[src/rtl/core/bcb_pkg.sv]
// ----------------------------------------------------------------------------
// bcb_pkg
// Shared widths, register indexes, reset values and the box type for the
// blob centroid and bounding box block.
// ----------------------------------------------------------------------------
package bcb_pkg;

  localparam int BYTE_W     = 8;
  localparam int COORD_W    = 10;
  localparam int COL_W      = 9;
  localparam int ROW_W      = 10;
  localparam int SUM_W      = 30;
  localparam int CNT_W      = 21;
  localparam int SLOT_W     = 6;
  localparam int WIDTH_W    = 10;
  localparam int HEIGHT_W   = 11;
  localparam int CFG_IDX_W  = 3;
  localparam int CFG_DATA_W = 11;
  localparam int DIV_STEP_W = $clog2(SUM_W);

  localparam logic [WIDTH_W-1:0]  RST_WIDTH  = WIDTH_W'(40);
  localparam logic [HEIGHT_W-1:0] RST_HEIGHT = HEIGHT_W'(45);
  localparam logic [COORD_W-1:0]  RST_XMIN   = COORD_W'(36);
  localparam logic [COORD_W-1:0]  RST_XMAX   = COORD_W'(44);
  localparam logic [COORD_W-1:0]  RST_YMIN   = COORD_W'(20);
  localparam logic [COORD_W-1:0]  RST_YMAX   = COORD_W'(24);
  localparam logic [SLOT_W-1:0]   RST_HIST   = SLOT_W'(10);
  localparam logic [BYTE_W-1:0]   RST_THRESH = BYTE_W'(128);

  typedef enum logic [CFG_IDX_W-1:0] {
    REG_WIDTH  = 3'd0,
    REG_HEIGHT = 3'd1,
    REG_XMIN   = 3'd2,
    REG_XMAX   = 3'd3,
    REG_YMIN   = 3'd4,
    REG_YMAX   = 3'd5,
    REG_HIST   = 3'd6,
    REG_THRESH = 3'd7
  } cfg_reg_t;

  typedef struct packed {
    logic [COORD_W-1:0] xmin;
    logic [COORD_W-1:0] xmax;
    logic [COORD_W-1:0] ymin;
    logic [COORD_W-1:0] ymax;
  } box_t;

  typedef struct packed {
    logic [SUM_W-1:0] sum_x;
    logic [SUM_W-1:0] sum_y;
    logic [CNT_W-1:0] count;
  } accum_t;

endpackage

[src/rtl/core/bcb_pixel_unit.sv]
// ----------------------------------------------------------------------------
// bcb_pixel_unit
// Shared per-pixel unit: threshold compares, red accumulation and green box
// widening for one pixel at a time.
// ----------------------------------------------------------------------------
module bcb_pixel_unit (
  input  logic [bcb_pkg::BYTE_W-1:0]  red,
  input  logic [bcb_pkg::BYTE_W-1:0]  green,
  input  logic [bcb_pkg::BYTE_W-1:0]  threshold,
  input  logic [bcb_pkg::COORD_W-1:0] x,
  input  logic [bcb_pkg::COORD_W-1:0] y,
  input  bcb_pkg::accum_t             acc_in,
  input  bcb_pkg::box_t               box_in,
  output bcb_pkg::accum_t             acc_out,
  output bcb_pkg::box_t               box_out
);
  import bcb_pkg::*;

  logic hit_red;
  logic hit_green;

  assign hit_red   = red > threshold;
  assign hit_green = green > threshold;

  always_comb begin
    acc_out = acc_in;
    box_out = box_in;
    if (hit_red) begin
      acc_out.sum_x = acc_in.sum_x + SUM_W'(x);
      acc_out.sum_y = acc_in.sum_y + SUM_W'(y);
      acc_out.count = acc_in.count + CNT_W'(1);
    end
    if (hit_green) begin
      if (x < box_in.xmin) box_out.xmin = x;
      if (x > box_in.xmax) box_out.xmax = x;
      if (y < box_in.ymin) box_out.ymin = y;
      if (y > box_in.ymax) box_out.ymax = y;
    end
  end

endmodule

[src/rtl/core/bcb_divider.sv]
// ----------------------------------------------------------------------------
// bcb_divider
// Restoring divider, one quotient bit per cycle, shared by the x and y
// centroid divisions.
// ----------------------------------------------------------------------------
module bcb_divider (
  input  logic                       clk,
  input  logic                       rst_n,
  input  logic                       start,
  input  logic [bcb_pkg::SUM_W-1:0]  dividend,
  input  logic [bcb_pkg::CNT_W-1:0]  divisor,
  output logic                       done,
  output logic [bcb_pkg::SUM_W-1:0]  quotient
);
  import bcb_pkg::*;

  logic                  busy_r,  busy_nxt;
  logic                  done_r,  done_nxt;
  logic [DIV_STEP_W-1:0] step_r,  step_nxt;
  logic [CNT_W-1:0]      rem_r,   rem_nxt;
  logic [CNT_W-1:0]      dvs_r,   dvs_nxt;
  logic [SUM_W-1:0]      quo_r,   quo_nxt;
  logic [CNT_W:0]        shifted;
  logic [CNT_W:0]        diff;
  logic                  fits;

  assign shifted = {rem_r, quo_r[SUM_W-1]};
  assign diff    = shifted - {1'b0, dvs_r};
  assign fits    = shifted >= {1'b0, dvs_r};

  always_comb begin
    busy_nxt = busy_r;
    done_nxt = 1'b0;
    step_nxt = step_r;
    rem_nxt  = rem_r;
    dvs_nxt  = dvs_r;
    quo_nxt  = quo_r;
    if (start) begin
      busy_nxt = 1'b1;
      step_nxt = '0;
      rem_nxt  = '0;
      dvs_nxt  = divisor;
      quo_nxt  = dividend;
    end else if (busy_r) begin
      rem_nxt  = fits ? diff[CNT_W-1:0] : shifted[CNT_W-1:0];
      quo_nxt  = {quo_r[SUM_W-2:0], fits};
      step_nxt = step_r + DIV_STEP_W'(1);
      if (step_r == DIV_STEP_W'(SUM_W - 1)) begin
        busy_nxt = 1'b0;
        done_nxt = 1'b1;
      end
    end
  end

  always_ff @(posedge clk) begin
    if (!rst_n) begin
      busy_r <= 1'b0;
      done_r <= 1'b0;
      step_r <= '0;
    end else begin
      busy_r <= busy_nxt;
      done_r <= done_nxt;
      step_r <= step_nxt;
    end
    rem_r <= rem_nxt;
    dvs_r <= dvs_nxt;
    quo_r <= quo_nxt;
  end

  assign done     = done_r;
  assign quotient = quo_r;

endmodule

[src/rtl/core/blob_centroid_and_bounding_box.sv]
// ----------------------------------------------------------------------------
// blob_centroid_and_bounding_box
// Red-mask centroid and green-mask bounding box over a streamed raster.
// ----------------------------------------------------------------------------
// Each input item is one word of two adjacent pixels, in row order; the block
// counts columns and rows itself and emits one result on the last word of a
// frame. The shared pixel unit handles the left pixel of a word in the accept
// cycle and the right pixel in the next one, and in_tready is low in between.
// The last word of a frame with red pixels is further held by the 30-step
// restoring divider, run once for x and once for y; with no red pixel the
// result goes straight to the output stage. Either way the last word also
// waits while the output register still holds an unaccepted result. A finished
// result sits in the output register while the next frame streams in.
// ----------------------------------------------------------------------------
module blob_centroid_and_bounding_box #(
  parameter int MAX_WIDTH_WORDS = 512,
  parameter int MAX_HEIGHT      = 1024,
  parameter int MAX_HISTORY     = 60
) (
  input  logic                          clk,
  input  logic                          rst_n,
  // left_red, left_green, right_red, right_green
  input  logic [31:0]                   in_tdata,
  input  logic                          in_tvalid,
  output logic                          in_tready,
  // centroid_x, centroid_y, green_xmin, green_xmax, green_ymin, green_ymax,
  // history_slot, red_pixel_count, zero pad
  output logic [87:0]                   out_tdata,
  // blob_found
  output logic                          out_tuser,
  output logic                          out_tvalid,
  input  logic                          out_tready,
  input  logic                          cfg_we,
  input  logic [bcb_pkg::CFG_IDX_W-1:0]  cfg_index,
  input  logic [bcb_pkg::CFG_DATA_W-1:0] cfg_data
);
  import bcb_pkg::*;

  localparam int WBW_RAW = $clog2(MAX_WIDTH_WORDS + 1);
  localparam int HBW_RAW = $clog2(MAX_HEIGHT + 1);
  localparam int LBW_RAW = $clog2(MAX_HISTORY + 1);
  localparam int WBW = (WBW_RAW > WIDTH_W) ? WBW_RAW : WIDTH_W;
  localparam int HBW = (HBW_RAW > HEIGHT_W) ? HBW_RAW : HEIGHT_W;
  localparam int LBW = (LBW_RAW > SLOT_W + 1) ? LBW_RAW : SLOT_W + 1;

  typedef enum logic [2:0] {
    ST_IDLE,
    ST_PIX1,
    ST_DIVX_GO,
    ST_DIVX,
    ST_DIVY_GO,
    ST_DIVY,
    ST_PUSH
  } state_t;

  state_t              state_r,  state_nxt;
  logic [WIDTH_W-1:0]  width_r,  width_nxt;
  logic [HEIGHT_W-1:0] height_r, height_nxt;
  box_t                start_r,  start_nxt;
  logic [SLOT_W-1:0]   hist_r,   hist_nxt;
  logic [BYTE_W-1:0]   thresh_r, thresh_nxt;
  logic [COL_W-1:0]    col_r,    col_nxt;
  logic [ROW_W-1:0]    row_r,    row_nxt;
  accum_t              acc_r,    acc_nxt;
  box_t                box_r,    box_nxt;
  logic [SLOT_W-1:0]   slot_r,   slot_nxt;
  logic [15:0]         right_r,  right_nxt;
  logic [COORD_W-1:0]  cx_r,     cx_nxt;
  logic [COORD_W-1:0]  cy_r,     cy_nxt;
  logic [87:0]         odata_r,  odata_nxt;
  logic                ouser_r,  ouser_nxt;
  logic                ovalid_r, ovalid_nxt;

  logic                accept;
  logic                pix_sel;
  logic [BYTE_W-1:0]   pu_red;
  logic [BYTE_W-1:0]   pu_green;
  logic [COORD_W-1:0]  pu_x;
  box_t                pu_box_in;
  accum_t              pu_acc;
  box_t                pu_box;

  logic [WBW-1:0]      w_bnd;
  logic [HBW-1:0]      h_bnd;
  logic [LBW-1:0]      l_bnd;
  logic                row_end;
  logic                frame_end;
  logic                found;
  logic                out_free;

  logic                div_start;
  logic [SUM_W-1:0]    div_dividend;
  logic                div_done;
  logic [SUM_W-1:0]    div_quo;

  // register bounds: zero acts as one, large values clamp
  always_comb begin
    if (width_r == '0) w_bnd = WBW'(1);
    else if (WBW'(width_r) > WBW'(MAX_WIDTH_WORDS)) w_bnd = WBW'(MAX_WIDTH_WORDS);
    else w_bnd = WBW'(width_r);
    if (height_r == '0) h_bnd = HBW'(1);
    else if (HBW'(height_r) > HBW'(MAX_HEIGHT)) h_bnd = HBW'(MAX_HEIGHT);
    else h_bnd = HBW'(height_r);
    if (hist_r == '0) l_bnd = LBW'(1);
    else if (LBW'(hist_r) > LBW'(MAX_HISTORY)) l_bnd = LBW'(MAX_HISTORY);
    else l_bnd = LBW'(hist_r);
  end

  assign row_end   = ((WBW + 1)'(col_r) + (WBW + 1)'(1)) >= (WBW + 1)'(w_bnd);
  assign frame_end = row_end &&
                     (((HBW + 1)'(row_r) + (HBW + 1)'(1)) >= (HBW + 1)'(h_bnd));
  assign found     = acc_r.count != '0;
  assign out_free  = !ovalid_r || out_tready;

  assign in_tready = (state_r == ST_IDLE);
  assign accept    = in_tvalid && in_tready;

  // left pixel in the accept cycle, right pixel from the held half word
  assign pix_sel   = (state_r == ST_PIX1);
  assign pu_red    = pix_sel ? right_r[7:0]  : in_tdata[7:0];
  assign pu_green  = pix_sel ? right_r[15:8] : in_tdata[15:8];
  assign pu_x      = {col_r, pix_sel};
  assign pu_box_in = (!pix_sel && col_r == '0 && row_r == '0) ? start_r : box_r;

  bcb_pixel_unit u_pixel (
    .red       (pu_red),
    .green     (pu_green),
    .threshold (thresh_r),
    .x         (pu_x),
    .y         (row_r),
    .acc_in    (acc_r),
    .box_in    (pu_box_in),
    .acc_out   (pu_acc),
    .box_out   (pu_box)
  );

  assign div_start    = (state_r == ST_DIVX_GO) || (state_r == ST_DIVY_GO);
  assign div_dividend = (state_r == ST_DIVY_GO) ? acc_r.sum_y : acc_r.sum_x;

  bcb_divider u_div (
    .clk      (clk),
    .rst_n    (rst_n),
    .start    (div_start),
    .dividend (div_dividend),
    .divisor  (acc_r.count),
    .done     (div_done),
    .quotient (div_quo)
  );

  always_comb begin
    state_nxt  = state_r;
    width_nxt  = width_r;
    height_nxt = height_r;
    start_nxt  = start_r;
    hist_nxt   = hist_r;
    thresh_nxt = thresh_r;
    col_nxt    = col_r;
    row_nxt    = row_r;
    acc_nxt    = acc_r;
    box_nxt    = box_r;
    slot_nxt   = slot_r;
    right_nxt  = right_r;
    cx_nxt     = cx_r;
    cy_nxt     = cy_r;
    odata_nxt  = odata_r;
    ouser_nxt  = ouser_r;
    ovalid_nxt = (ovalid_r && out_tready) ? 1'b0 : ovalid_r;

    if (cfg_we) begin
      unique case (cfg_reg_t'(cfg_index))
        REG_WIDTH:  width_nxt     = cfg_data[WIDTH_W-1:0];
        REG_HEIGHT: height_nxt    = cfg_data[HEIGHT_W-1:0];
        REG_XMIN:   start_nxt.xmin = cfg_data[COORD_W-1:0];
        REG_XMAX:   start_nxt.xmax = cfg_data[COORD_W-1:0];
        REG_YMIN:   start_nxt.ymin = cfg_data[COORD_W-1:0];
        REG_YMAX:   start_nxt.ymax = cfg_data[COORD_W-1:0];
        REG_HIST:   hist_nxt      = cfg_data[SLOT_W-1:0];
        REG_THRESH: thresh_nxt    = cfg_data[BYTE_W-1:0];
      endcase
    end

    unique case (state_r)
      ST_IDLE: begin
        if (accept) begin
          acc_nxt   = pu_acc;
          box_nxt   = pu_box;
          right_nxt = in_tdata[31:16];
          state_nxt = ST_PIX1;
        end
      end
      ST_PIX1: begin
        acc_nxt = pu_acc;
        box_nxt = pu_box;
        if (!row_end) begin
          col_nxt   = col_r + COL_W'(1);
          state_nxt = ST_IDLE;
        end else if (!frame_end) begin
          col_nxt   = '0;
          row_nxt   = row_r + ROW_W'(1);
          state_nxt = ST_IDLE;
        end else begin
          col_nxt   = '0;
          row_nxt   = '0;
          cx_nxt    = '0;
          cy_nxt    = '0;
          state_nxt = (pu_acc.count != '0) ? ST_DIVX_GO : ST_PUSH;
        end
      end
      ST_DIVX_GO: state_nxt = ST_DIVX;
      ST_DIVX: begin
        if (div_done) begin
          cx_nxt    = div_quo[COORD_W-1:0];
          state_nxt = ST_DIVY_GO;
        end
      end
      ST_DIVY_GO: state_nxt = ST_DIVY;
      ST_DIVY: begin
        if (div_done) begin
          cy_nxt    = div_quo[COORD_W-1:0];
          state_nxt = ST_PUSH;
        end
      end
      ST_PUSH: begin
        if (out_free) begin
          ouser_nxt  = found;
          ovalid_nxt = 1'b1;
          odata_nxt  = {1'b0, acc_r.count, (found ? slot_r : SLOT_W'(0)),
                        box_r.ymax, box_r.ymin, box_r.xmax, box_r.xmin,
                        cy_r, cx_r};
          if (found) begin
            if ((LBW'(slot_r) + LBW'(1)) >= l_bnd) slot_nxt = '0;
            else slot_nxt = slot_r + SLOT_W'(1);
          end
          acc_nxt   = '0;
          state_nxt = ST_IDLE;
        end
      end
      default: state_nxt = ST_IDLE;
    endcase
  end

  always_ff @(posedge clk) begin
    if (!rst_n) begin
      state_r      <= ST_IDLE;
      width_r      <= RST_WIDTH;
      height_r     <= RST_HEIGHT;
      start_r.xmin <= RST_XMIN;
      start_r.xmax <= RST_XMAX;
      start_r.ymin <= RST_YMIN;
      start_r.ymax <= RST_YMAX;
      hist_r       <= RST_HIST;
      thresh_r     <= RST_THRESH;
      col_r        <= '0;
      row_r        <= '0;
      acc_r        <= '0;
      box_r.xmin   <= RST_XMIN;
      box_r.xmax   <= RST_XMAX;
      box_r.ymin   <= RST_YMIN;
      box_r.ymax   <= RST_YMAX;
      slot_r       <= '0;
      ovalid_r     <= 1'b0;
    end else begin
      state_r  <= state_nxt;
      width_r  <= width_nxt;
      height_r <= height_nxt;
      start_r  <= start_nxt;
      hist_r   <= hist_nxt;
      thresh_r <= thresh_nxt;
      col_r    <= col_nxt;
      row_r    <= row_nxt;
      acc_r    <= acc_nxt;
      box_r    <= box_nxt;
      slot_r   <= slot_nxt;
      ovalid_r <= ovalid_nxt;
    end
    right_r <= right_nxt;
    cx_r    <= cx_nxt;
    cy_r    <= cy_nxt;
    odata_r <= odata_nxt;
    ouser_r <= ouser_nxt;
  end

  assign out_tdata  = odata_r;
  assign out_tuser  = ouser_r;
  assign out_tvalid = ovalid_r;

endmodule

[config.mk]
export PLATFORM = sky130hd
export DESIGN_NAME = blob_centroid_and_bounding_box
export DESIGN_NICKNAME = d
export VERILOG_FILES = /design/src/rtl/core/bcb_pkg.sv /design/src/rtl/core/bcb_pixel_unit.sv /design/src/rtl/core/bcb_divider.sv /design/src/rtl/core/blob_centroid_and_bounding_box.sv
export SDC_FILE = /design/constraint.sdc
export NUM_CORES = 1
export LEC_CHECK = 0
export ABC_AREA = 1
export BUFFER_PORTS_ARGS = -buffer_cell sky130_fd_sc_hd__buf_2
export CAP_MARGIN = 20
export CORE_AREA = 2 2 230 288
export DETAILED_ROUTE_END_ITERATION = 10
export DIE_AREA = 0 0 232 290
export SYNTH_ARGS = -nofsm -noshare
export SYNTH_HDL_FRONTEND = slang
export SYNTH_SLANG_ARGS = --single-unit
[constraint.sdc]
create_clock -name clk -period 4.9 [get_ports clk]
set_input_delay 0.98 -clock clk [delete_from_list [all_inputs] [get_ports clk]]
set_output_delay 0.98 -clock clk [all_outputs]
set_load 0.02 [all_outputs]
==> results by stage, run 1 <==
Drt:
- The routed design has approximately 61000 um of wire.
- The detail route stage leaves a number of antenna-violating nets equal to 0.
- In the final routed layout, each cell accounts on average for 16.04 um.
- The DRC violation count after routing is 0.
- For this run, the detailed router's first-pass iteration total came to 8.
- The initial detailed-routing violation count is approximately 1300.
- Summing over every cut layer, the via total after detailed routing is ~19000.
- The number of vias per cell after detailed routing is between 4 and 5.

Final layout:
- Counting the fill cells in the layout gives about 6600.
- From synthesis to final layout, the design area changed by 13.64%.
- The library cells used most frequently in the layout, excluding fill and tap cells, are sky130_fd_sc_hd__nand2_1, sky130_fd_sc_hd__nor2_1, sky130_fd_sc_hd__inv_1, sky130_fd_sc_hd__dfxtp_1, sky130_fd_sc_hd__a21oi_1.
- For this run, the share of the core covered by cells in the final layout is 0.3944.
- The commonest non-fill, non-tap cell in the layout is sky130_fd_sc_hd__nand2_1.
- The net count reported at finish is between 3000 and 4000.
- The multi-input gate area in the final layout is 10400 sq um.
- After the flow finishes, the layout carries non-filler instances totaling around 3800.
- The number of antenna diodes in the final layout is 0.
- In the final layout, flip-flops and latches occupy 10320 sq um.
- Of the cells placed in the final design, the portion with a size suffix greater than 1 is 0.09161.

Synth:
- Counting distinct cell types in the post-synthesis netlist gives slightly above 60.
- The post-synthesis compound-gate area fraction is 0.1315.
- The share of the yosys chip area belonging to registers is 0.4616.
- The dominant synthesized flop cell is sky130_fd_sc_hd__dfxtp_1.
- Of the total synthesized cell area, the portion taken by XOR and XNOR cells is 0.01998.
- The mapped cell area is roughly 22000 sq um.
- The count of yosys warnings during synthesis is 0.
- The flop and latch count out of synthesis is 428.
- Averaged over all synthesized cells, the footprint is between 7 and 8 sq um.
- The number of nets produced by synthesis is 3014.
- The proportion of synthesized area in mux cells is 0.004925.
- The share of synthesized cell area in and, or, nand and nor gates is 0.2321.
- The combinational family with the most area after synthesis is simple AND/OR/NAND/NOR gates.
- The adder and majority cell fraction of the synthesized area is 0.07600.
- The count of flip-flops with a built-in enable after synthesis is roughly 180.
- The async set or reset register ratio after synthesis is 0.
- Synthesis produced a netlist whose cell count is 2829.

Floorplanning:
- The die covers slightly below 70000 sq um.
- For this configuration, the core starts out at a cell density of 0.3471.
- Pin placement for this block handled 142 I/O pins.
- In this run the vertical extent of the chip is 290 um.
- The core area is ~64000 sq um.
- The width of the chip is 232 um.
- The initialized floorplan defines between 100 and 150 standard-cell rows.

Power:
- The analysis attributes to cell leakage a power of between 10 and 15 nW.
- The share of total power dissipated in combinational logic is 0.100.
- In this run the power density over the cells is about 320 nW/um^2.
- The net switching power is roughly 2.1 mW.
- Of the total power, registers draw 0.472.
- The clock power share is 0.428.
- The switching power as a share of total power is 0.2554.
- The internal power component is approximately 6.1 mW.
- The worst vdd rail ir drop is between 200 and 250 uV.

Critical path:
- In this run the register-to-register setup slack is 0.65 ns.
- The kind of capture point of the worst setup path is a register.
- The type of the worst setup path is reg2reg.
- Data on the critical path arrives at its endpoint at about 4.5 ns.
- The highest net fanout along the worst path is 13.
- The required time at the worst-slack endpoint is 5.17 ns.
- The number of cells on the worst reg-to-reg path is 18.
- The type of element launching the critical path is a register.

Global route:
- The global route total overflow is 0.
- The initial antenna violation count is 4.
- The via count of the first global-routing pass is approximately 18000.
- Entering global routing, the biggest net connects between 70 and 80 pins.
- The first-pass GRT wire length is a little under 100000 um.
- The aggregate global-route resource usage is 0.1819.

CTS:
- The number of gates resized after CTS is 0.
- The number of buffers inserted for hold repair after clock tree synthesis is 0.
- After clock tree synthesis, the clock-pin slew on the worst setup and hold paths is about 0.060 ns.
- The number of sinks driven by the clock tree is 428.
- The number of buffers created by CTS is 45.
- The H-tree depth is 2.
- Clock tree synthesis selected as its root buffer the cell sky130_fd_sc_hd__clkbuf_16.
- The number of setup buffers added after CTS is 0.
- The deepest clock path buffer count is 3.
- TritonCTS built the clock tree.
- The clock network latency to the later pin of the worst-skew pair is 0.58 ns.

Min path:
- The worst hold path belongs to the class reg2reg.
- The number of cells on the worst hold path is 0.

STA:
- The sum of negative setup slack is 0 ns.
- The worst path needs roughly 4.3 ns of the cycle, external delays included.
- The peak clock frequency supported by timing is between 200 and 250 MHz.
- Hold is met by around 0.42 ns.
- The count of endpoints failing hold in the final timing report is 0.
- The slew at the pin closest to its max-slew limit is 0.8611 ns.
- The clock arrives with 0.01735 ns of skew.
- Setup repair after global routing left no endpoint under its margin.
- The worst relative slew slack is 0.4251.
- Setup violations remaining at the end of the flow were counted as 0.
- In the post-route analysis, the smallest setup slack over all paths is roughly 0.65 ns.
- The count of pins over their slew limit is 0.
- The portion of the clock cycle consumed by the worst path in the final layout is 0.8679.

Status:
- The run finished with clean final reports.

Place:
- During placement, the flow inserted port buffers numbering between 100 and 150.
- The cell count after placement is ~3700.
- The post-place setup slack is roughly 0.68 ns.
- The half-perimeter wire length after placement is about 44000 um.
- The congestion estimate from routability-driven global placement came to 0.8629.

Run:
- The max-cap violation count is 0.
-- logic make-up after synthesis --
family          count (synthesis)
simple gates                 1249
compound gates                529
flops                         428
buf+inv                       426
fa+ha+maj                     134
xor+xnor                       51
mux                            11
other cells                     1
-- critical path, stage by stage, from the launching register on --
cell and delay (ns):
sky130_fd_sc_hd__dfxtp_1 0.64, sky130_fd_sc_hd__nand3_1 0.21, sky130_fd_sc_hd__nor2_1 0.13, sky130_fd_sc_hd__nand2_1 0.07, sky130_fd_sc_hd__nor2_1 0.10, sky130_fd_sc_hd__inv_1 0.08
sky130_fd_sc_hd__nor2_1 0.12, sky130_fd_sc_hd__xor2_1 0.16, sky130_fd_sc_hd__inv_1 0.08, sky130_fd_sc_hd__ha_1 0.30, sky130_fd_sc_hd__nand2_1 0.07, sky130_fd_sc_hd__nor2_1 0.10
sky130_fd_sc_hd__nand2_1 0.06, sky130_fd_sc_hd__o2111ai_1 0.22, sky130_fd_sc_hd__nand2_1 0.34, sky130_fd_sc_hd__nor2_1 0.46, sky130_fd_sc_hd__inv_1 0.20, sky130_fd_sc_hd__o21ai_0 0.29
sky130_fd_sc_hd__buf_2 0.31
-- layer usage --
metal | vias up | GRT usage | wire (um)
met5 | - | 0 | 23
met4 | 4 | 0.04518 | 1197
met3 | 72 | 0.02860 | 2956
met2 | 399 | 0.3155 | 29770
met1 | 8784 | 0.2347 | 27440
li1 | 9604 | - | -
-- per-stage QoR --
stage / power, mW / area (sq um)
2_1_floorplan: 4.524 / 22360
3_3_place_gp: 4.776 / 23920
3_5_place_dp: 4.782 / 23920
4_1_cts: 8.313 / 25410
5_1_grt: 8.573 / 25410
6_report: 8.221 / 25410
-- power by group through the flow --
stage | Combinational, mW | Clock (mW) | Sequential [mW]
final | 0.826 | 3.52 | 3.88
after global routing | 0.941 | 3.74 | 3.89
after CTS | 0.830 | 3.60 | 3.88
after detailed placement | 0.826 | 0 | 3.96
after global placement | 0.821 | 0 | 3.96
after floorplan | 0.610 | 0 | 3.91
-- synth_stat cells (12+ instances only) --
library cell	count	share of area
sky130_fd_sc_hd__xor2_1	36	0.014
sky130_fd_sc_hd__xnor2_1	15	0.0059
sky130_fd_sc_hd__nand2_1	704	0.12
sky130_fd_sc_hd__nor3_1	34	0.0076
sky130_fd_sc_hd__ha_1	131	0.073
sky130_fd_sc_hd__edfxtp_1	175	0.24
sky130_fd_sc_hd__a21oi_1	215	0.048
sky130_fd_sc_hd__o21ai_0	193	0.043
sky130_fd_sc_hd__nand3_1	127	0.028
sky130_fd_sc_hd__nor2_1	312	0.052
sky130_fd_sc_hd__clkbuf_1	72	0.012
sky130_fd_sc_hd__buf_1	12	0.0020
sky130_fd_sc_hd__nand4_1	27	0.0076
sky130_fd_sc_hd__dfxtp_1	253	0.23
sky130_fd_sc_hd__o211ai_1	29	0.0097
sky130_fd_sc_hd__a211oi_1	17	0.0057
sky130_fd_sc_hd__inv_1	311	0.052
sky130_fd_sc_hd__o21a_1	23	0.0077
-- sequential cells by signal (all words and copies together), names as in the netlist, 9 cells and up --
register and count:
acc_r 81, box_r 40, col_r 9, cx_r 10
cy_r 10, height_r 11, out_tdata 87, right_r 16
row_r 10, start_r 40, u_div.dvs_r 21, u_div.quotient 30
u_div.rem_r 21, width_r 10
-- cell type report --
type	count	area share
clock buffer	59	0.04797
clock inverter	22	0.01039
inverter	327	0.04836
multi-input combinational	1975	0.4092
sequential	428	0.4062
tap	848	0.04176
timing repair buffer	169	0.03615
-- worst paths after layout --
check	start	endpoint
worst min register to register	cx_r[3]	out_tdata[3]
worst max-delay path	col_r[0]	cx_r[3]
worst min-delay path	cx_r[3]	out_tdata[3]
worst max register to register	col_r[0]	cx_r[3]
(Power assumes the default switching activity.)
==> inputs of run 2 (changes only) <==
- GPL_TIMING_DRIVEN: not set -> 0
==> results by stage, run 2 (same netlist as run 1, synthesis figures left out) <==
Floorplanning:
- The number of I/O pins is 142 (unchanged).
- The die height was 290 um (unchanged).
- The width of the chip was 232 um (unchanged).
- The core area came to 64410 sq um (unchanged).
- The starting density of the core was 0.3471 (unchanged).
- The number of standard-cell rows in the floorplan is 104 (unchanged).
- The area enclosed by the die boundary is 67280 sq um (unchanged).

STA:
- The count of pins over their slew limit is 0 (unchanged).
- Setup repair after global routing left no endpoint under its margin.
- The worst clock skew came to 0.02957 ns (+0.01221 ns).
- The sum of negative setup slack is 0 ns (unchanged).
- The portion of the clock cycle consumed by the worst path in the final layout was 0.9388 (+0.07090).
- The worst relative slew slack is 0.2955 (-0.1296).
- The slew at the pin closest to its max-slew limit is 1.057 ns (+0.1956 ns).
- The setup slack after layout is 0.3000 ns (-0.3474 ns).
- The peak clock frequency supported by timing came to 217.4 MHz (-7.6%).
- The count of endpoints failing hold in the final timing report is 0 (unchanged).
- The total setup violations reported at the end of the flow is 0 (unchanged).
- The final critical path time including I/O delays and setup came to 4.600 ns (+0.3474 ns).

CTS:
- The deepest clock path buffer count is 3 (unchanged).
- The number of sinks driven by the clock tree is 428 (unchanged).
- The tree is rooted in a sky130_fd_sc_hd__clkbuf_16.
- The number of setup buffers added after CTS is 0 (unchanged).
- TritonCTS built the clock tree.
- The clock transition at the registers of the reported paths is 0.06 ns (about the same).
- The H-tree depth was 2 (unchanged).
- The number of buffers inserted for hold repair after clock tree synthesis is 0 (unchanged).
- The number of buffers created by CTS is 45 (unchanged).
- The clock network latency to the later pin of the worst-skew pair came to 0.59 ns (about the same).

Final layout:
- The net count reported at finish is 3200 (+2.2%).
- The post-route non-filler standard cell count is 3900 (+1.9%).
- The flip-flop count of the largest register, all copies and words added came to 87 (unchanged).
- The commonest non-fill, non-tap cell in the layout is sky130_fd_sc_hd__nand2_1.
- The area added between synthesis and finish is 15.50%.
- The layout cell share with drive strength beyond 1 is 0.08781 (-0.003799).
- In the layout the commonest cells are sky130_fd_sc_hd__nand2_1, sky130_fd_sc_hd__nor2_1, sky130_fd_sc_hd__inv_1, sky130_fd_sc_hd__dfxtp_1, sky130_fd_sc_hd__a21oi_1.
- The antenna diode count came to 0 (unchanged).

Critical path:
- The standard cell with the maximum stage delay on the critical path is sky130_fd_sc_hd__a21oi_1.
- Among the stages of the critical path, the cell type that occurs most often is sky130_fd_sc_hd__nor2_1.
- The type of the worst setup path is reg2reg.
- The type of element launching the critical path is a register.
- The required time at the worst-slack endpoint is 5.10 ns (-0.07 ns).
- The highest net fanout along the worst path is 11 (-2).
- The arrival time of data at the critical path endpoint is 4.80 ns (+0.27 ns).
- The critical path's largest stage delay is 0.86 ns (+0.22 ns).
- Walking the worst path, the cells encountered are nand3_1 -> nor2_1 -> nand2_1 -> nor2_1 -> inv_1 -> nor2_1 -> xor2_1 -> inv_1 -> ha_1 -> nand2_1 -> nor2_1 -> nand2_1 -> o2111ai_1 -> nand2_1 -> nor2_1 -> inv_1 -> a21oi_1.
- The kind of capture point of the worst setup path is a register.

Drt:
- The vias after detailed routing came to 19262 (+2.1%).
- The initial detailed-routing violation count came to 1287 (+1.8%).
- The DRC violation count after routing is 0 (unchanged).
- The final antenna-violating net count is 0 (unchanged).
- The number of detailed-route iterations in the first pass is 5 (-3).
- The mean routed wirelength per cell was 16.73 um (+4.3%).
- The total detailed-routing wirelength is 65240 um (+6.3%).
- The number of vias per cell after detailed routing is 4.939 (+0.23%).

Status:
- The flow ran to the end, and the final reports show no timing, DRC or antenna violations.

Place:
- The placer's final routability congestion estimate is 0.9114 (+5.6%).
- The cell count after placement is 3815 (+1.8%).
- The half-perimeter wire length after placement was 49650 um (+12%).
- The post-place setup slack was -0.01799 ns (-0.6989 ns).
- The number of port buffers was 133 (-5.0%).

Run:
- The max-cap violation count is 0 (unchanged).

Power:
- The sequential share of power came to 0.458 (-0.014).
- The switching power as a share of total power is 0.2632 (+0.007797).
- The part of the power in combinational logic is 0.105 (+0.005).
- The power density of the placed cells was 329.1 nW/um^2 (+1.7%).
- The clock power share was 0.438 (+0.010).
- The internal power component was 6.261 mW (+2.3%).
- The leakage power total was 11.25 nW (+0.86%).
- The net switching power was 2.237 mW (+6.5%).
- The worst vdd rail ir drop is 216.0 uV (+0.39%).
- The total power of the final layout was 8.498 mW (+3.4%).

Global route:
- The via count of the first global-routing pass is 18385 (+2.5%).
- The met1 capacity usage during global routing is 0.2408 (+0.006091).
- The met3 routing resource usage after global routing came to 0.03253 (+0.003931).
- The maximum number of pins on one net before global-route repair is 34 (-55%).
- The routing usage on met2 is 0.3354 (+0.01995).
- The first-pass GRT wire length is 102200 um (+4.1%).
- The aggregate global-route resource usage is 0.1929 (+0.01094).
- The global route total overflow was 0 (unchanged).
- The global routing stage identified its most utilized layer as met2.
- The initial antenna violation count is 0 (-4).

Min path:
- The type of the most critical hold path is reg2reg.
run 2: cell count changes in the layout (fill, tap and decap cells not counted), moves of 4 or more:
cell,before,now
sky130_fd_sc_hd__buf_2,140,144
sky130_fd_sc_hd__buf_4,29,2
sky130_fd_sc_hd__clkinv_2,10,5
sky130_fd_sc_hd__clkbuf_1,10,76
sky130_fd_sc_hd__buf_1,0,11
run 2: what timing repair did:
action                                  in CTS  in global routing
resized for setup                            1                  1
endpoints found under the setup margin       4                 15
hold endpoints to repair                     0                  0
cloned                                       0                  0
run 2: area by class of cell:
type | instances | area [sq um]
flip-flops and latches | 428 | 10320
clock buffers | 58 | 1289
fillers | 6594 | 38590
inverters | 327 | 1229
repair buffers | 139 | 785.8
clock inverters | 26 | 314.1
plain buffers | 99 | 420.4
well taps | 848 | 1061
multi-input cells | 1975 | 10400
run 2: final timing paths:
path | endpoint | slack [ns] | depth (start not counted) | startpoint
setup / recovery | cy_r[1] | 0.30 | 17 | col_r[0]
hold / removal | out_tdata[7] | 0.42 | 0 | cx_r[7]
setup reg to reg | cy_r[1] | 0.30 | 17 | col_r[0]
hold reg to reg | out_tdata[7] | 0.42 | 0 | cx_r[7]
run 2: routing by layer:
metal,routed length (um),share of wire
met3,3452,0.053
met1,28420,0.44
met2,31420,0.48
met5,0,0
met4,1951,0.030
run 2: critical path, delay by kind of cell (launching register included):
family	cells	cell delay, ns
fa+ha+maj	1	0.30
compound gates	2	1.18
flops	1	0.67
xor+xnor	1	0.15
simple gates	10	1.49
buf+inv	3	0.41
run 2: through the flow:
stage,hold slack [ns],instance area [sq um],util
after floorplan,0.4003,22360,-
after global placement,0.4024,24080,0.3739
after detailed placement,0.4045,24180,0.3754
after CTS,0.4183,25790,0.4004
after global routing,0.4253,25820,0.4009
final,0.4186,25820,0.4009
run 2: power by group through the flow:
stage               Combinational, mW  Clock, mW  Sequential (mW)
floorplan                       0.610          0             3.91
global placement                0.876          0             3.96
detailed placement              0.881          0             3.96
CTS                             0.887       3.80             3.89
global route                     1.00       3.94             3.89
finish                          0.891       3.72             3.89
